## config.mk

```make
export PLATFORM = sky130hd
export DESIGN_NAME = rbm_emit
export DESIGN_NICKNAME = d
export VERILOG_FILES = /design/src/hdl/rbm_pkg.sv /design/src/hdl/rbm_emit.sv
export SDC_FILE = /design/constraint.sdc
export NUM_CORES = 2
export LEC_CHECK = 0
export BUFFER_PORTS_ARGS = -buffer_cell sky130_fd_sc_hd__buf_2
export CAP_MARGIN = 30
export CORE_ASPECT_RATIO = 1.25
export CORE_UTILIZATION = 62
export DETAILED_ROUTE_END_ITERATION = 16
export PLACE_DENSITY = 0.8
export SYNTH_ARGS = -nofsm -noshare
export SYNTH_HDL_FRONTEND = slang
export SYNTH_SLANG_ARGS = --single-unit
```

## constraint.sdc

```tcl
create_clock -name clk -period 11.6 [get_ports clk]
set_input_delay 1.16 -clock clk [delete_from_list [all_inputs] [get_ports clk]]
set_output_delay 1.16 -clock clk [all_outputs]
set_load 0.1 [all_outputs]
```

## src/hdl/rbm_pkg.sv

```systemverilog
// rbm_pkg: shared types, constants and tables for the rotated box mesh generator
// covers the corner write transaction, the color write, the geometry sequencer states
// and the corner order and sign tables; depends on nothing
package rbm_pkg;

	localparam int NUM_VERTS   = 36;
	localparam int NUM_CORNERS = 8;
	localparam int NUM_PRODS   = 9;
	localparam int VTX_W       = 6;
	localparam int CRN_W       = 3;

	// geometry sequencer states
	typedef enum logic [1:0] {
		GS_IDLE,
		GS_PROD,
		GS_CORNER,
		GS_DRAIN
	} rbm_gstate_t;

	// one corner position written into the corner memory
	typedef struct packed {
		logic             we;
		logic             bank;
		logic [CRN_W-1:0] corner;
		logic             last;
		logic [31:0]      x;
		logic [31:0]      y;
		logic [31:0]      z;
	} rbm_wr_t;

	// box color captured per memory bank
	typedef struct packed {
		logic        we;
		logic        bank;
		logic [23:0] rgb;
	} rbm_col_t;

	// corner emitted at each vertex slot, 12 triangles over six faces
	function automatic logic [CRN_W-1:0] corner_order(input logic [VTX_W-1:0] k);
		logic [CRN_W-1:0] c;
		unique case (k)
			6'd0:  c = 3'd3;
			6'd1:  c = 3'd1;
			6'd2:  c = 3'd0;
			6'd3:  c = 3'd0;
			6'd4:  c = 3'd2;
			6'd5:  c = 3'd3;
			6'd6:  c = 3'd6;
			6'd7:  c = 3'd4;
			6'd8:  c = 3'd5;
			6'd9:  c = 3'd5;
			6'd10: c = 3'd7;
			6'd11: c = 3'd6;
			6'd12: c = 3'd6;
			6'd13: c = 3'd2;
			6'd14: c = 3'd0;
			6'd15: c = 3'd0;
			6'd16: c = 3'd4;
			6'd17: c = 3'd6;
			6'd18: c = 3'd7;
			6'd19: c = 3'd5;
			6'd20: c = 3'd1;
			6'd21: c = 3'd1;
			6'd22: c = 3'd3;
			6'd23: c = 3'd7;
			6'd24: c = 3'd3;
			6'd25: c = 3'd2;
			6'd26: c = 3'd6;
			6'd27: c = 3'd6;
			6'd28: c = 3'd7;
			6'd29: c = 3'd3;
			6'd30: c = 3'd0;
			6'd31: c = 3'd1;
			6'd32: c = 3'd5;
			6'd33: c = 3'd5;
			6'd34: c = 3'd4;
			6'd35: c = 3'd0;
			default: c = 3'd0;
		endcase
		return c;
	endfunction

	// corner sign bits: bit0 x positive, bit1 y positive, bit2 z positive
	function automatic logic [2:0] corner_sign(input logic [CRN_W-1:0] c);
		logic [2:0] s;
		unique case (c)
			3'd0: s = 3'd2;
			3'd1: s = 3'd3;
			3'd2: s = 3'd0;
			3'd3: s = 3'd1;
			3'd4: s = 3'd6;
			3'd5: s = 3'd7;
			3'd6: s = 3'd4;
			3'd7: s = 3'd5;
			default: s = 3'd0;
		endcase
		return s;
	endfunction

endpackage

```

## src/hdl/rbm_emit.sv

```systemverilog
// rbm_emit: double-banked corner memory and the vertex emitter with its output register
// walks the 36-entry corner order of a full bank, one vertex per transaction
// depends on rbm_pkg
module rbm_emit (
	input  logic               clk,
	input  logic               arst_n,
	input  rbm_pkg::rbm_wr_t   wr,
	input  rbm_pkg::rbm_col_t  col,
	output logic [1:0]         bank_free,
	output logic               out_valid,
	input  logic               out_stall,
	output logic signed [31:0] vertex_x,
	output logic signed [31:0] vertex_y,
	output logic signed [31:0] vertex_z,
	output logic        [7:0]  color_red,
	output logic        [7:0]  color_green,
	output logic        [7:0]  color_blue,
	output logic               last_vertex
);
	import rbm_pkg::*;

	localparam int MEM_DEPTH = 2 * NUM_CORNERS;

	logic [95:0]      corner_mem [MEM_DEPTH];
	logic [23:0]      col_q [2];
	logic [1:0]       full_q;
	logic             rd_bank_q;
	logic [VTX_W-1:0] vtx_q;
	logic             vtx_last;
	logic             issue;
	logic             out_ld;
	logic [CRN_W:0]   rd_addr;

	logic [95:0]      rd_s1;
	logic [23:0]      rgb_s1;
	logic             last_s1;
	logic             valid_s1;

	logic             valid_q;
	logic [95:0]      pos_q;
	logic [23:0]      rgb_q;
	logic             last_q;

	// read side flow control
	assign out_ld   = !valid_q || !out_stall;
	assign vtx_last = (vtx_q == VTX_W'(NUM_VERTS - 1));
	assign issue    = full_q[rd_bank_q] && (!valid_s1 || out_ld);
	assign rd_addr  = {rd_bank_q, corner_order(vtx_q)};

	// corner memory, one write and one registered read per cycle
	always_ff @(posedge clk) begin
		if (wr.we)
			corner_mem[{wr.bank, wr.corner}] <= {wr.x, wr.y, wr.z};
		if (issue)
			rd_s1 <= corner_mem[rd_addr];
	end

	// box color per bank
	always_ff @(posedge clk) begin
		if (col.we)
			col_q[col.bank] <= col.rgb;
	end

	// bank ownership: full once its last corner lands, free after its last read
	always_ff @(posedge clk or negedge arst_n) begin
		if (!arst_n) begin
			full_q <= '0;
		end else begin
			if (wr.we && wr.last)
				full_q[wr.bank] <= 1'b1;
			if (issue && vtx_last)
				full_q[rd_bank_q] <= 1'b0;
		end
	end

	assign bank_free = ~full_q;

	// vertex counter and read bank
	always_ff @(posedge clk or negedge arst_n) begin
		if (!arst_n) begin
			vtx_q     <= '0;
			rd_bank_q <= 1'b0;
			valid_s1  <= 1'b0;
		end else begin
			if (issue) begin
				vtx_q <= vtx_last ? '0 : vtx_q + VTX_W'(1);
				if (vtx_last)
					rd_bank_q <= !rd_bank_q;
			end
			if (issue)
				valid_s1 <= 1'b1;
			else if (out_ld)
				valid_s1 <= 1'b0;
		end
	end

	always_ff @(posedge clk) begin
		if (issue) begin
			rgb_s1  <= col_q[rd_bank_q];
			last_s1 <= vtx_last;
		end
	end

	// output register
	always_ff @(posedge clk or negedge arst_n) begin
		if (!arst_n) begin
			valid_q <= 1'b0;
		end else if (out_ld) begin
			valid_q <= valid_s1;
		end
	end

	always_ff @(posedge clk) begin
		if (out_ld && valid_s1) begin
			pos_q  <= rd_s1;
			rgb_q  <= rgb_s1;
			last_q <= last_s1;
		end
	end

	assign out_valid   = valid_q;
	assign vertex_x    = pos_q[95:64];
	assign vertex_y    = pos_q[63:32];
	assign vertex_z    = pos_q[31:0];
	assign color_red   = rgb_q[23:16];
	assign color_green = rgb_q[15:8];
	assign color_blue  = rgb_q[7:0];
	assign last_vertex = last_q;

endmodule
```

==> results.md <==
* Post-synthesis async set-or-reset flop share at 0.5988%
* Met3 Track Usage GR at 6.574%
* DRC at 0
* # setup viols final at 0
* Vias in the first global route at 46513
* Clk_skew at 0.02366 ns
* DRT Pass-1 Iters at 6
* CTS Hold Bufs at 0
* Hold Crit Class: in -> async
* R2R setup slack at 5.46 ns
* Power per cell area at 282.9 mW/mm^2
* Seq pwr share at 35.7%
* Layout Cells excl Fill at 6830
* Final Hold Fails at 0
* H-tree lvl count at 4
* Largest net degree at the start of global routing at 217
* Status: finished clean
* Mean area per synthesized cell at 15.02 sq um
* Nature of the critical path endpoint: register
* Worst Tran Pin Value at 1.253 ns
* Cts repair resizes at 0
* P_sw at 0.009456 W
* Port Buffers at 254
* Slew margin rel. at 16.46%
* Dpl cell area at 0.07771 sq mm
* R2R cell count at 12
* Initial antenna violation count at 22
* Register bit total from synthesis at 1837
* Largest vdd supply drop at 0.3866 mV
* Final total power at 0.02357 W
* Global-route wire length before repair at 284700 um
* Yosys top cell area share at 73.08%
* Inst Count DP at 6508
* Core Footprint at 0.1199 sq mm
* Fin nets at 5236
* Post-synth top area cell: edfxtp_1
* Tcrit/Tclk final at 52.92%
* Design Area, Final at 0.08331 sq mm
* Root buffer cell: clkbuf_16
* Drt wl/cell at 28.17 um
* Critical path data arrival time at 6.69 ns
* Vias/cell at 6.940
* XOR/XNOR Fraction of Synth Area at 0.02335%
* Synth area leaders: edfxtp_1 73%, mux2i_1 6.4%, nand2_1 2.4%
* Setup tns final at 0 ns
* Met1 GRT Util at 41.09%
* Combinational Power Share at 40.8%
* Mapped Cells at 4996
* Synth Area in Compound Gates at 9.274%
* Total CTS buffers at 166
* Cell variety after synth at 55
* Via count at 47399
* Simple-Gate Fraction of Synth Area at 7.791%
* Crit path kind: reg -> reg
* Max Cap Violations at 0
* Total Wirelength at 192400 um
* Total die area at 0.1224 sq mm
* Die Wd at 313.1 um
* Synthesis-to-layout area growth at 11.04%
* Post-synthesis mux area share at 6.866%
* Sw frac at 40.12%
* Io pins at 255
* Register area share after synthesis at 73.45%
* RSZ-0062 raised after global routing: no
* Die Ht at 390.9 um
* Clock Sinks at 1837
* Main flop type after synthesis: edfxtp_1
* Fin. max-slew vios at 0
* Syn_nets at 5136
* CP required at 12.15 ns
* Post-Synth Adder-Cell Area at 0.1501%
* Minimum clock period at 6.139 ns
* Internal cell power at 0.01411 W
* Post-DRT Antenna Nets at 0
* Fmax at 162.9 MHz
* Crit-path max FO at 137
* Leakage at 29.00 nW
* Starting density of the core at 62.56%
* Initial DRC Count at 6225
* Clock Tree Buf Depth at 3
* Setup Fix Bufs, Post-CTS at 0
* CTS tree: yes
* Met2 usage at 50.01%
* Startpoint types: register
* Final Wtd Congestion at 0.8100
* GR Util All Layers at 31.14%
* Clock latency on the worst-skew pair at 0.81 ns
* Number of flops mapped to enable cells by yosys at 1826
* Post-Syn Area at 0.07503 sq mm
* Row count at 142
* Share of cells above drive strength 1 at 12.62%
* Total grt overflow at 0
* Syn. warnings at 0
* Largest family of logic cells by synthesized area: compound AO/OA/AOI/OAI gates
* Clock transition at path regs at 0.07 ns
* Global-route layer with the greatest usage: met2
* Share of total power in the clock network at 23.6%
* DP Wirelength at 94080 um
==> through the flow <==
| stage | hold WS (ns) | worst slack [ns] | utilization, % |
|---|---|---|---|
| floorplan | 0.4003 | 0.9398 | - |
| global placement | 0.4008 | 5.655 | 64.65 |
| detailed placement | 0.4045 | 5.664 | 64.80 |
| CTS | 0.2041 | 5.645 | 69.36 |
| global route | 0.2316 | 5.253 | 69.45 |
| finish | 0.2425 | 5.461 | 69.47 |
==> power groups by stage <==
stage | combinational, W | sequential (W) | clock, W
6_report | 0.00961 | 0.00841 | 0.00555
2_1_floorplan | 0.00565 | 0.00976 | 0
4_1_cts | 0.00942 | 0.00841 | 0.00559
5_1_grt | 0.0100 | 0.00845 | 0.00583
3_3_place_gp | 0.00911 | 0.00854 | 0
3_5_place_dp | 0.00937 | 0.00854 | 0
==> cells in the final DEF, fill, tap and decap left out, types with 4 or more instances in the layout <==
cell,count
buf_2,255
a21oi_1,291
edfxtp_1,1826
buf_4,90
nand2_1,486
o21ai_4,6
o311ai_1,51
a31oi_1,4
clkbuf_1,28
clkbuf_16,173
o41ai_1,96
clkinv_8,4
buf_16,8
nand2b_1,7
o21ai_0,5
inv_6,5
and2_1,194
nor2_4,12
clkinv_2,26
mux2i_1,482
bufinv_16,21
nor3_2,5
o311ai_0,141
o2111ai_1,96
ha_1,9
clkinv_1,42
o211ai_1,97
nor3_1,193
or3_1,96
inv_1,10
o22ai_1,193
buf_12,5
diode_2,17
mux2_2,25
nand3_1,195
dfrtp_1,10
==> synthesized netlist by cell type, drive strengths merged (5+ instances only) <==
| cell type | count |
|---|---|
| mux2 | 25 |
| clkbuf | 282 |
| nor3 | 199 |
| nand3 | 196 |
| and2 | 196 |
| mux2i | 482 |
| a31oi | 5 |
| inv | 11 |
| edfxtp | 1826 |
| o41ai | 96 |
| o21ai | 11 |
| o311ai | 192 |
| ha | 9 |
| nor2 | 15 |
| buf | 144 |
| nand2b | 7 |
| o211ai | 97 |
| o22ai | 193 |
| a21oi | 293 |
| dfrtp | 11 |
| o2111ai | 96 |
| or3 | 96 |
| nand2 | 486 |
==> state kept, by name, indices dropped and copies added, names as in the netlist <==
register and flops:
corner_mem 1536, pos_q 96, rd_s1 96, col_q 48, rgb_q 24, rgb_s1 24, vtx_q 6, full_q 2
last_s1 1, last_vertex 1, out_valid 1, rd_bank_q 1, valid_s1 1
==> kinds of logic (layout without fill, tap and decap cells) <==
group,count (synthesis),count (layout)
flip-flops,1837,1837
AND/OR/NAND/NOR,1209,1209
AO/OA/AOI/OAI,992,992
multiplexers,509,509
buffers and inverters,438,671
adder cells (fa/ha/maj),9,9
XOR/XNOR,2,2
other,0,17
==> area by class of cell <==
class | count | area [sq um]
inverter | 12 | 57.56
sequential | 1837 | 55110
timing repair buffer | 358 | 2272
tap | 1584 | 1982
multi-input combinational | 2721 | 18370
antenna | 17 | 42.54
clock inverter | 100 | 1041
clock buffer | 201 | 4434
fill | 7578 | 36620
==> critical path: stages (launching register included) <==
cell,delay (ns)
dfrtp_1,0.50
ha_1,0.24
inv_1,0.10
ha_1,0.23
or3b_4,0.69
o311a_4,0.57
a21oi_4,0.32
buf_4,0.49
buf_12,0.66
buf_4,0.91
mux2i_1,0.30
o22ai_1,0.11
or3_1,0.41
==> layer usage <==
| layer | up-vias | share of wire (%) | wire length, um |
|---|---|---|---|
| li1 | 19969 | - | - |
| met1 | 23273 | 35 | 68280 |
| met2 | 3502 | 48 | 92990 |
| met3 | 643 | 12 | 23290 |
| met4 | 12 | 4.0 | 7743 |
| met5 | - | 0.042 | 80 |
==> worst paths after layout <==
check / start / endpoint
worst max-delay path: vtx_q[1] / rd_s1[43]
worst min-delay path: arst_n / vtx_q[4]
worst max register to register: vtx_q[1] / rd_s1[43]
worst min register to register: rd_s1[5] / pos_q[5]
max in group asynchronous: arst_n / rd_bank_q
min in group clk: rd_s1[5] / pos_q[5]
Note: power is estimated with default switching activity, not from simulation.
